===== src/rtl/bpq_pkg.sv =====
// bpq_pkg: shared types, constants and helpers for the bounded priority queue
// used by bpq_cell, bpq_or_tree and bounded_priority_queue; no dependencies
package bpq_pkg;

  // default sizes of the queue and its words
  localparam int DEPTH_DEF     = 1024;
  localparam int KEY_WIDTH_DEF = 32;
  localparam int TAG_WIDTH_DEF = 16;

  // entry count and capacity register width
  localparam int CNT_W = 11;
  localparam logic [CNT_W-1:0] CAPACITY_RESET = 11'd750;

  // register file: one word index bit above the byte offset
  localparam int PADDR_W = 3;
  localparam int PDATA_W = 32;
  localparam logic [0:0] REG_CAPACITY = 1'b0;

  // fan-in of each level of the duplicate-detect tree
  localparam int OR_RADIX = 16;

  // command codes of an input word
  typedef enum logic [1:0] {
    CMD_PUSH = 2'd0,
    CMD_POP  = 2'd1,
    CMD_PEEK = 2'd2
  } cmd_e;

  // sequencer states
  typedef enum logic [1:0] {
    ST_IDLE,
    ST_CMP,
    ST_TREE,
    ST_APPLY
  } state_t;

  // control broadcast to every cell of the chain
  typedef struct packed {
    logic cmp_en;
    logic push_en;
    logic pop_en;
    logic dup;
  } cell_ctl_t;

  // number of registered levels needed to reduce n bits at OR_RADIX per level
  function automatic int tree_levels(input int n);
    int lv;
    int w;
    lv = 0;
    w  = n;
    while (w > 1) begin
      w  = (w + OR_RADIX - 1) / OR_RADIX;
      lv = lv + 1;
    end
    if (lv == 0) begin
      lv = 1;
    end
    return lv;
  endfunction

endpackage


===== src/rtl/bpq_or_tree.sv =====
// bpq_or_tree: registered OR reduction over the per-cell match flags
// depends on bpq_pkg for the radix and the level count helper
module bpq_or_tree #(
  parameter int WIDTH = bpq_pkg::DEPTH_DEF
) (
  input  logic             clk,
  input  logic [WIDTH-1:0] bits,
  output logic             any
);
  import bpq_pkg::*;

  localparam int LEVELS = tree_levels(WIDTH);
  localparam int PAD_W  = OR_RADIX ** LEVELS;

  logic [PAD_W-1:0] lvl [LEVELS+1];

  // zero padding up to a whole power of the radix
  assign lvl[0] = PAD_W'(bits);

  // one register stage per level
  for (genvar lv = 0; lv < LEVELS; lv++) begin : g_level
    localparam int NO = PAD_W / (OR_RADIX ** (lv + 1));
    logic [NO-1:0] q;
    for (genvar j = 0; j < NO; j++) begin : g_node
      always_ff @(posedge clk) begin
        q[j] <= |lvl[lv][j*OR_RADIX +: OR_RADIX];
      end
    end
    assign lvl[lv+1] = PAD_W'(q);
  end

  assign any = lvl[LEVELS][0];

endmodule


===== config.mk =====
export PLATFORM = sky130hd
export DESIGN_NAME = bpq_or_tree
export DESIGN_NICKNAME = d
export VERILOG_FILES = /design/src/rtl/bpq_pkg.sv /design/src/rtl/bpq_or_tree.sv
export SDC_FILE = /design/constraint.sdc
export NUM_CORES = 1
export LEC_CHECK = 0
export BUFFER_PORTS_ARGS = -buffer_cell sky130_fd_sc_hd__buf_4
export CAP_MARGIN = 0
export CORE_AREA = 2 2 401 403
export DETAILED_ROUTE_END_ITERATION = 16
export DIE_AREA = 0 0 403 405
export GPL_TIMING_DRIVEN = 0
export HOLD_SLACK_MARGIN = 0.05
export PLACE_DENSITY_LB_ADDON = 0.12
export SLEW_MARGIN = 20
export SYNTH_ARGS = -nofsm -noshare
export SYNTH_HDL_FRONTEND = slang
export SYNTH_SLANG_ARGS = --single-unit

===== constraint.sdc =====
create_clock -name clk -period 1.8 [get_ports clk]
set_clock_uncertainty 0.15 [all_clocks]
set_input_delay 0.09 -clock clk [delete_from_list [all_inputs] [get_ports clk]]
set_output_delay 0.09 -clock clk [all_outputs]
set_load 0.1 [all_outputs]

-- After elaboration in Yosys (flattened, before gate mapping)
Cells that the tools add are included.
- reductions and logical operators: 69
- operators with widths (operator ; count):
    $reduce_or 16->1 ; 68
    $reduce_or 4->1 ; 1
- flip-flop bits (word level): 69
- input bits: 1025

-- Depth between registers and ports, before layout
- depth after elaboration: 1
- mapped depth: 2
- depth with buffers taken out: 2

-- Worst setup path after synthesis
Ideal clock, no wire load.
- path kind: reg-to-output
- start: reg g_level[2].q (netlist: any)
- end: out any
- arrival time: 0.909 ns
- data required time: 1.560 ns
- setup slack: 0.651 ns
- cell stages (with the launch flop): 1
- buffers on the path: 0
- path through: dfxtp_1
- RTL lines (what ; line ; source):
    from (decl) ; bpq_or_tree.sv:23 ; logic [NO-1:0] q;
    from (signal, indexed assignment) ; bpq_or_tree.sv:26 ; q[j] <= |lvl[lv][j*OR_RADIX +: OR_RADIX];
    to (decl) ; bpq_or_tree.sv:8 ; output logic any
No word-level cell between the ends.

-- Final worst setup path
- start: in bits[1018]
- end: reg g_level[0].q[63]
- longest elaborated chain between the ends: 1
- ends and longest elaborated chain (what ; line ; source):
    from (decl) ; bpq_or_tree.sv:7 ; input logic [WIDTH-1:0] bits,
    $reduce_or 16->1 ; bpq_or_tree.sv:26 ;
    to (signal, indexed assignment) ; bpq_or_tree.sv:26 ;
    to (decl) ; bpq_or_tree.sv:23 ;
Every way passes these cells.

==> results.toml <==
[sta]
min_period_ns = 1.78
fin_crit_sh_pct = 99.1
setup_slack_ns = 0.0170
final_hold_viol_count = 2
finalMaxSlewViolations = 0
rsz0062_at_grt = "no"
tns_ns = 0
worst_slew_pin_slew_ns = 0.942
clock.fmax_mhz = 561
slew_headroom_pct = 36.6
hold_ws_ns = -0.0892
finalSetupViolCount = 0

[yosys]
ys_async_sr_fraction_pct = 0
synth-edff-count = 0
ys_seq_area_share_pct = 39.3
yosys-top-cells-area = "nor4_1, dfxtp_1, nand4_1"
synth_cell_types = 4
synth_commonest_cells = "nor4_1, dfxtp_1, nand4_1, or4_1"
synth_top_flop_cell = "dfxtp_1"
syn_inst = 410
synthesis.nets = 1435
netlist.area_leader.share_pct = 48.4
yosysMostFrequentCell = "nor4_1"
yosys.area.top_type = "nor4_1"
ys_ff_latch = 69
netlist_area_um2 = 3520
yosysWarningCount = 0
syn_area_per_cell_um2 = 8.58

[layout]
drive_above_1_share_pct = 52.7
nets = 3018
syn2layout_area_growth_pct = 459

[floorplan]
die_h_um = 405
die_w_um = 403
start_util_pct = 2.21
core.rowCount = 147
die_area_um2 = 163000
core-area_um2 = 159000
ios = 1026

[power_and_ir_drop]
ir_drop_mv = 0.470
leakagePower_nw = 8.63
p_per_area_nw_per_um2 = 317
power_w = 0.00623

[critical_path]
crit_arrival_ns = 1.81
crit_path_max_incr_delay_ns = 0.71
cp_top_family = "simple AND/OR/NAND/NOR gates"
required_ns = 1.83
critical_path_class = "in2reg"
cp-end-kind = "register"
start_kind = "primary input"
crit_slowest_cell = "nor4_1"
timing.rr.end = "g_level[1].q[0]"
path_buf_inv = 2
critPathMaxFanout = 1
rr_worst_depth = 2
crit_chain = "dlygate4sd3_1, buf_4, nor4_1, nand4_1"
reg2reg_from = "g_level[0].q[8]"
reg2reg_slack_ns = 0.16

[placement]
routabilityCongestion = 0.939
port_buffers = 1025
pre_cts_ws_ns = -0.0912
hpwl_um = 55000

[worst_hold_path]
hold_end = "g_level[0].q[62]"
min-delay-start = "bits[1007]"
hold_path_depth = 3
hold_class = "in2reg"

[global_route]
grt_pass1_wl_um = 82000
antenna_found_initial = 7
track_usage_pct = 7.20
gr-total-overflow = 0
grt_max_degree = 13
grt_pass1_vias = 12200

[detailed_routing]
drcViolationCount = 0
routedWlPerCell_um = 15.3
drt_pass1_iterations = 4
drt-initial-drc-count = 267
routed_wl_um = 62400
viasPerCell = 2.58
vias = 10500
drtAntennaViolNets = 0

[clocking]
root_buffer = "clkbuf_16"
clk_pin_slew_ns = 0.07
clockBufferDepth = 2
cts_tree = "built"
h-tree-depth = 3
numCtsBuffers = 9
cts_num_sinks = 69
post_cts_buffers = 0
insertion_delay_ns = 0.39

[run]
max_cap_viol_count = 0

[outcome]
violations = "hold timing"
status = "finished, violations left"
## per-layer routing
metal | vias to the layer above | share of wire [%] | track usage [%]
met5 | - | 0.035 | 0
met4 | 4 | 4.1 | 3.44
met3 | 85 | 6.1 | 1.48
met2 | 522 | 56 | 14.1
met1 | 4845 | 34 | 7.11
li1 | 5085 | - | -
## state kept, by name (all words and copies together), names as in the netlist
name	flops
g_level.q	68
any	1
## how the worst max path moves through the flow
stage | from | endpoint | slack, ns | cells past startpoint
after floorplan | any | any | 0.65 | 0
after global placement | g_level[0].q[50] | g_level[1].q[3] | -0.84 | 2
after detailed placement | bits[217] | g_level[0].q[13] | -0.09 | 3
after CTS | bits[1018] | g_level[0].q[63] | 0.005 | 4
after global routing | bits[626] | g_level[0].q[39] | 0.0003 | 5
final | bits[1018] | g_level[0].q[63] | 0.02 | 4
## placed cells by master, fill, tap and decap left out
cell type,synthesis,final
nor4_1,272,262
buf_4,0,1027
nor4_2,0,9
nand4_1,68,68
clkinvlp_4,0,2
clkbuf_16,0,9
dlygate4sd3_1,0,545
nor4_4,0,1
or4_1,1,1
diode_2,0,1
dfxtp_1,69,69
clkinv_4,0,1
clkinv_2,0,3
clkbuf_8,0,1
## cells by family (layout without fill, tap and decap cells)
family	count (synthesis)	in the layout	synth area share, %
buffers and inverters	0	1588	0
flip-flops	69	69	39.3
other	0	1	0
AND/OR/NAND/NOR	341	341	60.7
## through the flow
stage	std cells	util (%)	instance area (um2)
after floorplan	410	-	3520
after global placement	3521	8.68	13800
after detailed placement	3523	8.71	13900
after CTS	4081	12.3	19600
after global routing	4084	12.3	19600
final	4085	12.3	19600
## where the power goes
part | switching, W | total [W] | internal (W)
Sequential | 0.0000000184 | 0.00153 | 0.00153
Clock | 0.000947 | 0.00192 | 0.000969
Combinational | 0.000721 | 0.00278 | 0.00206
Total | 0.00167 | 0.00623 | 0.00456
## area by class of cell
| class | count | area, um2 |
|---|---|---|
| clock buffers | 10 | 239 |
| flip-flops and latches | 69 | 1380 |
| multi-input cells | 341 | 2210 |
| clock inverters | 6 | 38.8 |
| fillers | 18400 | 140000 |
| diodes | 1 | 2.50 |
| repair buffers | 1572 | 13200 |
| well taps | 2086 | 2610 |
## worst reg2reg max path, delay by kind of cell (launching register included)
| kind | cells | cell delay [ns] |
|---|---|---|
| flip-flops | 1 | 0.31 |
| AND/OR/NAND/NOR | 2 | 1.00 |
## timing repair
action,4_1_cts,5_1_grt
pin swaps,0,3
endpoints found under the setup margin,2,5
endpoints found under the hold margin,64,2
gates cloned,0,0
hold buffers,542,3
resized for setup,3,2
Note: power is estimated with default switching activity, not from simulation.
