==> config.mk <==
export PLATFORM = sky130hd
export DESIGN_NAME = bpq_cell
export DESIGN_NICKNAME = d
export VERILOG_FILES = /design/src/rtl/bpq_pkg.sv /design/src/rtl/bpq_cell.sv
export SDC_FILE = /design/constraint.sdc
export NUM_CORES = 1
export LEC_CHECK = 0
export BUFFER_PORTS_ARGS = -buffer_cell sky130_fd_sc_hd__clkbuf_2
export CAP_MARGIN = 20
export CORE_ASPECT_RATIO = 1.25
export CORE_UTILIZATION = 40
export DETAILED_ROUTE_END_ITERATION = 7
export PLACE_DENSITY = 0.71
export SLEW_MARGIN = 30
export SYNTH_ARGS = -nofsm -noshare
export SYNTH_HDL_FRONTEND = slang
export SYNTH_SLANG_ARGS = --single-unit
export TNS_END_PERCENT = 50
==> constraint.sdc <==
create_clock -name clk -period 8.4 [get_ports clk]
set_clock_uncertainty 0.15 [all_clocks]
set_input_delay 0.42 -clock clk [delete_from_list [all_inputs] [get_ports clk]]
set_output_delay 0.42 -clock clk [all_outputs]
set_load 0.02 [all_outputs]
==> src/rtl/bpq_pkg.sv <==
// bpq_pkg: shared types, constants and helpers for the bounded priority queue
// used by bpq_cell, bpq_or_tree and bounded_priority_queue; no dependencies
package bpq_pkg;

  // default sizes of the queue and its words
  localparam int DEPTH_DEF     = 1024;
  localparam int KEY_WIDTH_DEF = 32;
  localparam int TAG_WIDTH_DEF = 16;

  // entry count and capacity register width
  localparam int CNT_W = 11;
  localparam logic [CNT_W-1:0] CAPACITY_RESET = 11'd750;

  // register file: one word index bit above the byte offset
  localparam int PADDR_W = 3;
  localparam int PDATA_W = 32;
  localparam logic [0:0] REG_CAPACITY = 1'b0;

  // fan-in of each level of the duplicate-detect tree
  localparam int OR_RADIX = 16;

  // command codes of an input word
  typedef enum logic [1:0] {
    CMD_PUSH = 2'd0,
    CMD_POP  = 2'd1,
    CMD_PEEK = 2'd2
  } cmd_e;

  // sequencer states
  typedef enum logic [1:0] {
    ST_IDLE,
    ST_CMP,
    ST_TREE,
    ST_APPLY
  } state_t;

  // control broadcast to every cell of the chain
  typedef struct packed {
    logic cmp_en;
    logic push_en;
    logic pop_en;
    logic dup;
  } cell_ctl_t;

  // number of registered levels needed to reduce n bits at OR_RADIX per level
  function automatic int tree_levels(input int n);
    int lv;
    int w;
    lv = 0;
    w  = n;
    while (w > 1) begin
      w  = (w + OR_RADIX - 1) / OR_RADIX;
      lv = lv + 1;
    end
    if (lv == 0) begin
      lv = 1;
    end
    return lv;
  endfunction

endpackage

==> src/rtl/bpq_cell.sv <==
// bpq_cell: one slot of the sorted chain, holds a key, tag and valid flag
// depends on bpq_pkg for the control struct and the count width
module bpq_cell #(
  parameter int KEY_WIDTH = bpq_pkg::KEY_WIDTH_DEF,
  parameter int TAG_WIDTH = bpq_pkg::TAG_WIDTH_DEF,
  parameter int IDX       = 0
) (
  input  logic                        clk,
  input  logic                        rst,
  input  bpq_pkg::cell_ctl_t          ctl,
  input  logic signed [KEY_WIDTH-1:0] new_key,
  input  logic        [TAG_WIDTH-1:0] new_tag,
  input  logic   [bpq_pkg::CNT_W-1:0] limit,
  input  logic signed [KEY_WIDTH-1:0] left_key,
  input  logic        [TAG_WIDTH-1:0] left_tag,
  input  logic                        left_valid,
  input  logic                        left_gt,
  input  logic signed [KEY_WIDTH-1:0] right_key,
  input  logic        [TAG_WIDTH-1:0] right_tag,
  input  logic                        right_valid,
  output logic signed [KEY_WIDTH-1:0] key,
  output logic        [TAG_WIDTH-1:0] tag,
  output logic                        valid,
  output logic                        gt,
  output logic                        eq
);
  import bpq_pkg::*;

  logic signed [KEY_WIDTH-1:0] key_next;
  logic        [TAG_WIDTH-1:0] tag_next;
  logic                        valid_next;
  logic                        keep;
  logic                        ranks_after;

  // slot survives trimming when its place lies below the limit
  assign keep = (32'(IDX) < 32'(limit));

  // lexicographic order: key first, then tag
  assign ranks_after = (key > new_key) || ((key == new_key) && (tag > new_tag));

  // insert, shift towards the tail, or shift towards the head
  always_comb begin
    key_next   = key;
    tag_next   = tag;
    valid_next = valid;
    if (ctl.push_en) begin
      if (!ctl.dup && gt) begin
        if (left_gt) begin
          key_next   = left_key;
          tag_next   = left_tag;
          valid_next = left_valid;
        end else begin
          key_next   = new_key;
          tag_next   = new_tag;
          valid_next = 1'b1;
        end
      end
      valid_next = valid_next && keep;
    end else if (ctl.pop_en) begin
      key_next   = right_key;
      tag_next   = right_tag;
      valid_next = right_valid;
    end
  end

  // slot payload
  always_ff @(posedge clk) begin
    key <= key_next;
    tag <= tag_next;
  end

  // valid flag
  always_ff @(posedge clk) begin
    if (rst) begin
      valid <= 1'b0;
    end else begin
      valid <= valid_next;
    end
  end

  // compare flags against the broadcast entry
  always_ff @(posedge clk) begin
    if (ctl.cmp_en) begin
      gt <= !valid || ranks_after;
      eq <= valid && (key == new_key) && (tag == new_tag);
    end
  end

endmodule

### After elaboration in Yosys (flattened, before gate mapping)

Index checks and enable logic that the tools add are counted.

* input port bits: 164
* register bits after elaboration: 51

* muxes and demuxes: 13
* $lt $le $gt $ge: 3
* equality and inequality tests: 3
* reductions and logical operators: 11

Operators by type and width (count)
* $mux W32: 4
* $mux W16: 4
* $eq A32 B32 Y1: 1
* $gt A32 B32 Y1: 1
* $eq A16 B16 Y1: 1
* $gt A16 B16 Y1: 1
* $lt A1 B11 Y1 const A: 1
* $logic_and A1 B1 Y1: 5
* $mux W1: 5
* $logic_not A1 Y1: 2
* $logic_or A1 B1 Y1: 2
* $ne A2 B1 Y1 const B: 1
* $reduce_and A2 Y1: 1
* $reduce_bool A2 Y1: 1

### Depth between registers and ports, before layout

Gate-level depths: netlist of the first run.

* depth in word-level cells: 6
* gate-level depth with buffers: 8

### Worst setup path after synthesis of the first run

OpenSTA, ideal clock, no wires.

* kind: input -> register
* start: input ctl[2] (netlist bit)
* end: register key[0] (enable)
* stages: 2
* arrival: 4.076 ns
* path buffers: 1
* slack: 3.652 ns
* data required time: 7.728 ns
* path through: clkbuf_1 -> o21ai_0

* longest elaborated chain between the ends: 2
* elaborated cells on any way between the ends: 3
* those cells by class: eq/ne (1); reduce/logical (2)

RTL lines
* start, declared: RTL line bpq_cell.sv:10 `input bpq_pkg::cell_ctl_t ctl,`
* $ne A2 B1 Y1 (no line) or $reduce_bool A2 Y1 (tied branches)
* $reduce_and A2 Y1 (no line) *
* end signal, assigned: RTL line bpq_cell.sv:68 `key <= key_next;`
* end, declared: RTL line bpq_cell.sv:21 `output logic signed [KEY_WIDTH-1:0] key,`

Every way passes the cells marked *; elsewhere a longest branch is shown, timed or not.
A chain may end at the register's enable or synchronous reset.

### Final worst setup path of the first run

* start: input ctl[2] (netlist bit)
* end: register valid

* longest elaborated chain between the ends: 1
* elaborated cells on any way between the ends: 2
* those cells by class: mux (1); reduce/logical (1)

RTL lines
* $mux W1 or $reduce_bool A2 Y1 (tied branches)
* end signal, assigned: RTL line bpq_cell.sv:77 `valid <= valid_next;`
* end, declared: RTL line bpq_cell.sv:23 `output logic valid,`

Several ways; a longest one is shown, not always the timed one.

==> reports/summary.json, run 1 <==
{
  "routing": {
    "avgViaCountPerCell": 4.94,
    "route.antenna.remaining_nets": 0,
    "wirelength_um": 9890,
    "drtPass1Iterations": 6,
    "num_vias": 3587,
    "drt_drc_violations_left": 0,
    "drt_first_iter_violations": 42,
    "route.detailed.wl_per_inst_um": 13.6
  },
  "power_and_ir_drop": {
    "cellLeakagePower_nw": 2.75,
    "pwr-share-seq": 0.418,
    "p_sw_uw": 217,
    "pwr_density_cell_nw_per_um2": 147,
    "pwr-share-comb": 0.266,
    "power.internal_uw": 545,
    "ir_drop_v": 0.0000834,
    "power_frac_clock": 0.316,
    "netSwitchingFraction": 0.285,
    "power_uw": 761
  },
  "logic_synthesis": {
    "synth_seq_area_share": 0.399,
    "synth_cells": 396,
    "synth_flop_cell": "sky130_fd_sc_hd__edfxtp_1",
    "synth.ff_latch_count": 51,
    "synth_nets": 608,
    "syn-cell-area_um2": 3810,
    "yosys_warnings": 0,
    "syn-mean-instance-area_um2": 9.63,
    "number_of_distinct_standard_cells_referenced_by_the_synthesized_netlist": 35,
    "synth_enable_flop_cells": 50,
    "async_reset_ff_frac": 0
  },
  "floorplan": {
    "fp.dieArea_um2": 9930,
    "core_um2": 9220,
    "core.rowCount": 39,
    "die-height_um": 111,
    "initial_core_util": 0.413,
    "num_io_pins": 215,
    "dieWidth_um": 89.3
  },
  "sta": {
    "slew_margin_rel": 0.361,
    "maximum_clock_frequency_mhz": 399,
    "max_slew.worst_pin.slew_ns": 0.959,
    "clock_period_minus_final_worst_setup_slack_ns": 2.51,
    "timing.final.setup_violations": 0,
    "maxSlewViolCount": 0,
    "grt_setup_unrepaired": "false",
    "hold-worst-slack_ns": 0.211,
    "setup_slack_ns": 5.89,
    "final_hold_viol_count": 0,
    "setup_tns_ns": 0,
    "min_period_over_period": 0.299
  },
  "clock_network": {
    "clk_latency_worst_skew_pair_ns": 0.29,
    "cts_num_sinks": 51,
    "htree_num_levels": 2,
    "cts.path.max_buffers": 2,
    "post-cts-setup-buffers": 0,
    "cts_tree": "yes",
    "postcts_resize_cnt": 0,
    "cts_root_buf": "sky130_fd_sc_hd__clkbuf_16",
    "post_cts_hold_buffer_count": 0,
    "cts.reportedPaths.clkPinSlew_ns": 0.07,
    "clock_buffers_created_by_tritoncts": 5
  },
  "critical_path": {
    "cp.arrival_ns": 2.60,
    "worst-endpoint-required_ns": 8.49,
    "critical_path.max_fanout": 100,
    "crit_type": "primary input to register",
    "worst_setup_path_start_kind": "primary input",
    "type_of_element_capturing_the_critical_path": "register",
    "timing.rr.start": "key[23]$_DFFE_PP_",
    "worst_path_largest_cell_delay_ns": 0.66,
    "slowest_stage": "sky130_fd_sc_hd__buf_4",
    "crit_path_cell_trace": "buf_4 > nand3b_1 > o21ai_4 > buf_4 > nor2_1 > nor2_1 > o311a_1",
    "worstSetupStartpoint": "ctl[2]"
  },
  "grt": {
    "via_count_of_the_first_global_routing_pass": 3641,
    "globalRouteTotalUtil": 0.204,
    "gr-total-overflow": 0,
    "grt_pass1_wl_um": 15600,
    "grt_start_max_net_pins": 101,
    "antenna_found_initial": 0
  },
  "cells_and_area": {
    "post_route_cells_drive_above_1_share": 0.381,
    "flow.area_growth_from_synthesis_pct": 35.6,
    "final_nets": 814,
    "antenna-diode-count": 0,
    "layout.cells.most_common_list": "sky130_fd_sc_hd__clkbuf_2 (212), sky130_fd_sc_hd__a21oi_1 (60), sky130_fd_sc_hd__nor2_1 (53), sky130_fd_sc_hd__inv_1 (50), sky130_fd_sc_hd__edfxtp_1 (50)",
    "most_common_cell_after_layout_fill_and_taps_aside": "sky130_fd_sc_hd__clkbuf_2"
  },
  "min_path": {
    "worstHoldStart": "right_valid",
    "hold_path_class": "primary input to register"
  },
  "run": {
    "drv.max_cap_violation_count": 0
  },
  "placement": {
    "routability_congestion_estimate_from_global_placement": 0.801,
    "dp_hpwl_um": 8170,
    "place_worst_setup_slack_ns": 5.63,
    "port_buffers": 214
  },
  "status": {
    "status": "finished clean"
  }
}
-- stage by stage --
step	std cells	utilization	cell area, um2
5_1_grt	726	0.561	5170
4_1_cts	726	0.561	5170
2_1_floorplan	396	-	3810
3_3_place_gp	718	0.542	5000
3_5_place_dp	718	0.542	5000
6_report	726	0.561	5170
-- cell type report --
| class | instances | area (um2) |
|---|---|---|
| clock buffers | 6 | 139 |
| clock inverters | 2 | 35.0 |
| fillers | 866 | 4050 |
| inverters | 50 | 188 |
| multi-input cells | 278 | 2040 |
| flip-flops and latches | 51 | 1520 |
| well taps | 123 | 154 |
| repair buffers | 216 | 1090 |
-- power groups by stage --
stage               clock [mW]  combinational (mW)  sequential [mW]
detailed placement           0               0.205            0.324
global placement             0               0.200            0.323
global route             0.254               0.229            0.320
CTS                      0.248               0.206            0.318
floorplan                    0              0.0959            0.348
finish                   0.241               0.203            0.318
-- flip-flops by register name (all words and copies together), names as in the netlist --
signal	count
key	32
tag	16
eq	1
gt	1
valid	1
-- routing by layer --
metal	share of wire	GRT usage	up-vias
met1	0.38	0.212	1609
met3	0.054	0.0395	11
met4	0.017	0.0614	0
li1	-	-	1841
met5	0	0	-
met2	0.55	0.395	126
-- synthesized netlist by cell type (3+ instances only) --
cell type | instances | area share
sky130_fd_sc_hd__a21o_1 | 7 | 0.014
sky130_fd_sc_hd__a21oi_1 | 60 | 0.079
sky130_fd_sc_hd__and4_4 | 3 | 0.0089
sky130_fd_sc_hd__buf_2 | 5 | 0.0066
sky130_fd_sc_hd__clkbuf_1 | 10 | 0.0098
sky130_fd_sc_hd__edfxtp_1 | 50 | 0.39
sky130_fd_sc_hd__ha_1 | 48 | 0.16
sky130_fd_sc_hd__inv_1 | 50 | 0.049
sky130_fd_sc_hd__mux2i_1 | 48 | 0.13
sky130_fd_sc_hd__nand2_1 | 12 | 0.012
sky130_fd_sc_hd__nand3_1 | 5 | 0.0066
sky130_fd_sc_hd__nand3b_1 | 3 | 0.0059
sky130_fd_sc_hd__nand4_1 | 5 | 0.0082
sky130_fd_sc_hd__nor2_1 | 53 | 0.052
sky130_fd_sc_hd__nor2b_1 | 3 | 0.0049
sky130_fd_sc_hd__nor4_1 | 5 | 0.0082
sky130_fd_sc_hd__o21ai_0 | 8 | 0.011
-- cells by family after synthesis --
family	count (synthesis)	share of synthesized area
simple gates	95	0.121
fa+ha+maj	48	0.158
compound gates	87	0.128
mux	48	0.126
buf+inv	67	0.0676
flops	51	0.399
-- worst paths after layout --
path                        end  depth (start not counted)  slack, ns
max          valid$_SDFFE_PP0P_                          7       5.89
max reg2reg        gt$_DFFE_PP_                          7       5.98
min reg2reg        eq$_DFFE_PP_                          2       0.48
min          valid$_SDFFE_PP0P_                          2       0.21
-- worst max-delay path, delay by kind of cell --
family | cells | cell delay (ns)
buffers and inverters | 2 | 1.13
AO/OA/AOI/OAI | 2 | 0.50
AND/OR/NAND/NOR | 3 | 0.41
No activity file was read; power rests on OpenSTA's default activity.
==> run 2: changes to the inputs <==
--- a/config.mk
+++ b/config.mk
@@ -5,12 +5,13 @@
 export SDC_FILE = /design/constraint.sdc
 export NUM_CORES = 1
 export LEC_CHECK = 0
+export ABC_AREA = 1
 export BUFFER_PORTS_ARGS = -buffer_cell sky130_fd_sc_hd__clkbuf_2
 export CAP_MARGIN = 20
 export CORE_ASPECT_RATIO = 1.25
 export CORE_UTILIZATION = 40
 export DETAILED_ROUTE_END_ITERATION = 7
-export PLACE_DENSITY = 0.71
+export PLACE_DENSITY = 0.7
 export SLEW_MARGIN = 30
 export SYNTH_ARGS = -nofsm -noshare
 export SYNTH_HDL_FRONTEND = slang
==> constraint.sdc (replaced) <==
create_clock -name clk -period 2.6 [get_ports clk]
set_clock_uncertainty 0.15 [all_clocks]
set_input_delay 0.13 -clock clk [delete_from_list [all_inputs] [get_ports clk]]
set_output_delay 0.13 -clock clk [all_outputs]
set_load 0.02 [all_outputs]
==> run 2 against run 1 <==
  * Clock power rose to 2.7 times the previous value
  * Utilization rose by 4.2 points
  * Critical path depth rose by 1
  * Sequential share of layout area fell by 2.0 points
  * Combinational power rose to 3.6 times the previous value
  * The flow now finishes with violations (hold timing)
  * Via count rose by 18%
  * Critical path type is now register to register
  * Hold slack got worse by 0.22 ns
  * Register-to-register slack got worse by 5.3 ns
  * Wire length rose by 15%
  * Setup slack got worse by 5.2 ns
  * Global-route usage rose by 2.8 points
==> reports/summary.json, run 2 <==
{
  "critical_path": {
    "worst_setup_path_start_kind": "register",
    "cp.arrival": {"value": 1.85, "unit": "ns", "change": "-0.75 ns"},
    "worstReg2RegEnd": "gt$_DFFE_PP_",
    "worstSetupStartpoint": "key[29]$_DFFE_PP_",
    "critical_path.max_fanout": {"value": 2, "change": "-98%"},
    "timing.reg2reg.worst_path_depth": {"value": 8, "change": "+1"},
    "type_of_element_capturing_the_critical_path": "register",
    "worst-endpoint-required": {"value": 2.50, "unit": "ns", "change": "-5.99 ns"},
    "regToRegSetupSlack": {"value": 0.65, "unit": "ns", "change": "-5.33 ns"},
    "timing.rr.start": "key[29]$_DFFE_PP_",
    "crit_type": "register to register"
  },
  "grt": {
    "grt_pass1_wl": {"value": 19000, "unit": "um", "change": "+21%"},
    "gr-total-overflow": {"value": 0, "change": "unchanged"},
    "grt_start_max_net_pins": {"value": 50, "change": "-50%"},
    "globalRouteTotalUtil": {"value": 0.232, "change": "+0.0277"},
    "antenna_found_initial": {"value": 0, "change": "unchanged"},
    "via_count_of_the_first_global_routing_pass": {"value": 4311, "change": "+18%"}
  },
  "logic_synthesis": {
    "syn-cell-area": {"value": 3850, "unit": "um2", "change": "+1.1%"},
    "yosys_warnings": {"value": 0, "change": "unchanged"},
    "number_of_distinct_standard_cells_referenced_by_the_synthesized_netlist": {"value": 29, "change": "-17%"},
    "synth_area_leaders": "sky130_fd_sc_hd__edfxtp_1 (39%), sky130_fd_sc_hd__ha_1 (16%), sky130_fd_sc_hd__nand2_1 (9.2%)",
    "post-synth-top-count-cell": "sky130_fd_sc_hd__nand2_1",
    "synth_seq_area_share": {"value": 0.395, "change": "-0.00415"},
    "syn-mean-instance-area": {"value": 7.85, "unit": "um2", "change": "-19%"},
    "synth_top_area_share": {"value": 0.390, "change": "-0.00409"},
    "synth_nets": {"value": 703, "change": "+16%"},
    "synth.ff_latch_count": {"value": 51, "change": "unchanged"},
    "synth_top_area_cell": "sky130_fd_sc_hd__edfxtp_1",
    "async_reset_ff_frac": {"value": 0, "change": "unchanged"},
    "synth_top_cells_by_count": "sky130_fd_sc_hd__nand2_1 (94), sky130_fd_sc_hd__inv_1 (60), sky130_fd_sc_hd__nor2_1 (58), sky130_fd_sc_hd__o21ai_0 (57), sky130_fd_sc_hd__edfxtp_1 (50)",
    "synth_cells": {"value": 491, "change": "+24%"},
    "synth_flop_cell": "sky130_fd_sc_hd__edfxtp_1",
    "synth_enable_flop_cells": {"value": 50, "change": "unchanged"}
  },
  "status": {
    "status": "finished with violations",
    "violated_checks": "hold timing"
  },
  "placement": {
    "dp_hpwl": {"value": 8790, "unit": "um", "change": "+7.6%"},
    "numPlacedInstances": {"value": 813, "change": "+13%"},
    "port_buffers": {"value": 214, "change": "unchanged"},
    "standard_cell_area_after_detailed_placement": {"value": 5050, "unit": "um2", "change": "+1.0%"},
    "routability_congestion_estimate_from_global_placement": {"value": 0.842, "change": "+5.1%"}
  },
  "sta": {
    "max_slew.worst_pin.slew": {"value": 0.820, "unit": "ns", "change": "-0.139 ns"},
    "final_hold_viol_count": {"value": 3, "change": "+3"},
    "timing.final.setup_violations": {"value": 0, "change": "unchanged"},
    "grt_setup_unrepaired": "false",
    "min_period_over_period": 0.748,
    "clock_period_minus_final_worst_setup_slack_ns": 1.95,
    "hold-worst-slack": {"value": -0.00574, "unit": "ns", "change": "-0.217 ns"},
    "maximum_clock_frequency_mhz": 514,
    "setup_tns": {"value": 0, "unit": "ns", "change": "unchanged"},
    "slew_margin_rel": {"value": 0.452, "change": "+0.0917"},
    "maxSlewViolCount": {"value": 0, "change": "unchanged"}
  },
  "cells_and_area": {
    "fin_cells": {"value": 858, "change": "+18%"},
    "design_area": {"value": 5550, "unit": "um2", "change": "+7.4%"},
    "flip_flop_count_of_the_largest_register_all_copies_and_words_added": {"value": 32, "change": "unchanged"},
    "antenna-diode-count": {"value": 0, "change": "unchanged"},
    "reg.largest.list": "key x32, tag x16",
    "post_route_cells_drive_above_1_share": {"value": 0.325, "change": "-0.0563"},
    "layout.cells.most_common_list": "sky130_fd_sc_hd__clkbuf_2 (214), sky130_fd_sc_hd__nand2_1 (94), sky130_fd_sc_hd__inv_1 (60), sky130_fd_sc_hd__nor2_1 (58), sky130_fd_sc_hd__o21ai_0 (57)",
    "largest_register": "key",
    "flow.area_growth_from_synthesis_pct": 44.1,
    "final_nets": {"value": 946, "change": "+16%"},
    "most_common_cell_after_layout_fill_and_taps_aside": "sky130_fd_sc_hd__clkbuf_2",
    "postLayoutCoreUtil": {"value": 0.602, "change": "+0.0415"}
  },
  "power_and_ir_drop": {
    "pwr-share-seq": {"value": 0.428, "change": "+0.010"},
    "power": {"value": 2.40, "unit": "mW", "change": "+220%"},
    "power.internal": {"value": 1.66, "unit": "mW", "change": "+210%"},
    "cellLeakagePower": {"value": 2.93, "unit": "nW", "change": "+6.5%"},
    "power_frac_clock": {"value": 0.269, "change": "-0.047"},
    "ir_drop": {"value": 0.000230, "unit": "V", "change": "+180%"},
    "pwr_density_cell": {"value": 433, "unit": "nW/um2", "change": "+190%"},
    "p_sw": {"value": 739, "unit": "uW", "change": "+240%"},
    "netSwitchingFraction": {"value": 0.307, "change": "+0.0229"},
    "pwr-share-comb": {"value": 0.302, "change": "+0.036"}
  },
  "floorplan": {
    "initial_core_util": {"value": 0.418, "change": "+0.00434"},
    "num_io_pins": {"value": 215, "change": "unchanged"},
    "core.rowCount": {"value": 39, "change": "unchanged"},
    "dieWidth": {"value": 89.8, "unit": "um", "change": "+0.51%"},
    "fp.dieArea": {"value": 10000, "unit": "um2", "change": "+1.0%"},
    "die-height": {"value": 112, "unit": "um", "change": "+0.51%"},
    "core": {"value": 9220, "unit": "um2", "change": "unchanged"}
  },
  "min_path": {
    "worstHoldStart": "right_key[8]",
    "hold-path-endpoint": "key[8]$_DFFE_PP_",
    "hold_depth": {"value": 3, "change": "+1"},
    "hold_path_class": "primary input to register"
  },
  "clock_network": {
    "cts_num_sinks": {"value": 51, "change": "unchanged"},
    "clk_latency_worst_skew_pair": {"value": 0.29, "unit": "ns", "change": "about the same"},
    "clock_buffers_created_by_tritoncts": {"value": 5, "change": "unchanged"},
    "cts_tree": "yes",
    "htree_num_levels": {"value": 2, "change": "unchanged"},
    "cts_root_buf": "sky130_fd_sc_hd__clkbuf_16",
    "cts.reportedPaths.clkPinSlew": {"value": 0.07, "unit": "ns", "change": "about the same"},
    "cts.path.max_buffers": {"value": 2, "change": "unchanged"}
  },
  "routing": {
    "num_vias": {"value": 4215, "change": "+18%"},
    "drt_drc_violations_left": {"value": 0, "change": "unchanged"},
    "route.detailed.wl_per_inst": {"value": 13.3, "unit": "um", "change": "-2.5%"},
    "avgViaCountPerCell": {"value": 4.91, "change": "-0.57%"},
    "drt_first_iter_violations": {"value": 139, "change": "+230%"},
    "drtPass1Iterations": {"value": 4, "change": "-2"},
    "wirelength": {"value": 11400, "unit": "um", "change": "+15%"},
    "route.antenna.remaining_nets": {"value": 0, "change": "unchanged"}
  },
  "run": {
    "drv.max_cap_violation_count": {"value": 0, "change": "unchanged"}
  }
}
run 2: changes by cell type after synthesis, sizes merged, moves of 4 or more:
| cell | previous run | this run |
|---|---|---|
| inv | 50 | 66 |
| a21oi | 60 | 22 |
| mux2i | 48 | 0 |
| o21ai | 9 | 101 |
| a21o | 7 | 1 |
| nor2 | 53 | 60 |
| clkbuf | 10 | 15 |
| and4 | 4 | 0 |
| nand2 | 12 | 97 |
run 2: how the worst max path moves through the flow:
stage / to / slack, ns / depth (start not counted)
2_1_floorplan: valid$_SDFFE_PP0P_ / 0.14 / 4
3_3_place_gp: gt$_DFFE_PP_ / 0.64 / 8
3_5_place_dp: gt$_DFFE_PP_ / 0.61 / 8
4_1_cts: gt$_DFFE_PP_ / 0.60 / 8
5_1_grt: gt$_DFFE_PP_ / 0.49 / 8
6_report: gt$_DFFE_PP_ / 0.65 / 8
run 2: timing repair:
item	4_1_cts	5_1_grt
gates resized for setup	0	0
setup buffers	0	0
endpoints found under the setup margin	0	0
hold buffers	37	0
hold endpoints to repair	38	0
run 2: through the flow:
stage | setup slack [ns] | hold WS [ns]
finish | 0.655 | -0.00574
global route | 0.494 | 0.0134
CTS | 0.602 | 0.0000667
detailed placement | 0.608 | 0.215
global placement | 0.644 | 0.209
floorplan | 0.141 | 0.0925
run 2: critical path: stages (launching register included):
cell                       delay [ns]
sky130_fd_sc_hd__edfxtp_1        0.40
sky130_fd_sc_hd__ha_1            0.33
sky130_fd_sc_hd__a21oi_1         0.25
sky130_fd_sc_hd__o21a_1          0.14
sky130_fd_sc_hd__nand2_1         0.05
sky130_fd_sc_hd__a21oi_1         0.15
sky130_fd_sc_hd__nand3_1         0.10
sky130_fd_sc_hd__nand3_1         0.09
sky130_fd_sc_hd__nand2_1         0.05
run 2: kinds of logic (layout without fill, tap and decap cells):
group / after synthesis / count (layout) / synth area share
adder cells (fa/ha/maj): 48 / 48 / 0.156
AO/OA/AOI/OAI: 130 / 130 / 0.173
buffers and inverters: 86 / 330 / 0.0851
flip-flops: 51 / 51 / 0.395
AND/OR/NAND/NOR: 176 / 176 / 0.191
run 2: power by group through the flow:
stage	Clock (mW)	Combinational [mW]	Sequential, mW
global placement	0	0.668	1.04
detailed placement	0	0.684	1.05
CTS	0.664	0.732	1.03
global route	0.693	0.820	1.04
finish	0.647	0.726	1.03
floorplan	0	0.316	1.12
run 2: routing by layer:
layer / GRT usage / part of all wire / up-vias
met4: 0.0907 / 0.024 / 0
met1: 0.243 / 0.39 / 1900
met5: 0 / 0 / -
met2: 0.452 / 0.52 / 157
met3: 0.0410 / 0.056 / 23
li1: - / - / 2135
run 2: final cells by class:
class,instances,area [um2]
clock buffer,8,136
fill,846,3670
inverter,66,248
multi-input combinational,354,2010
sequential,51,1520
tap,123,154
timing repair buffer,256,1480
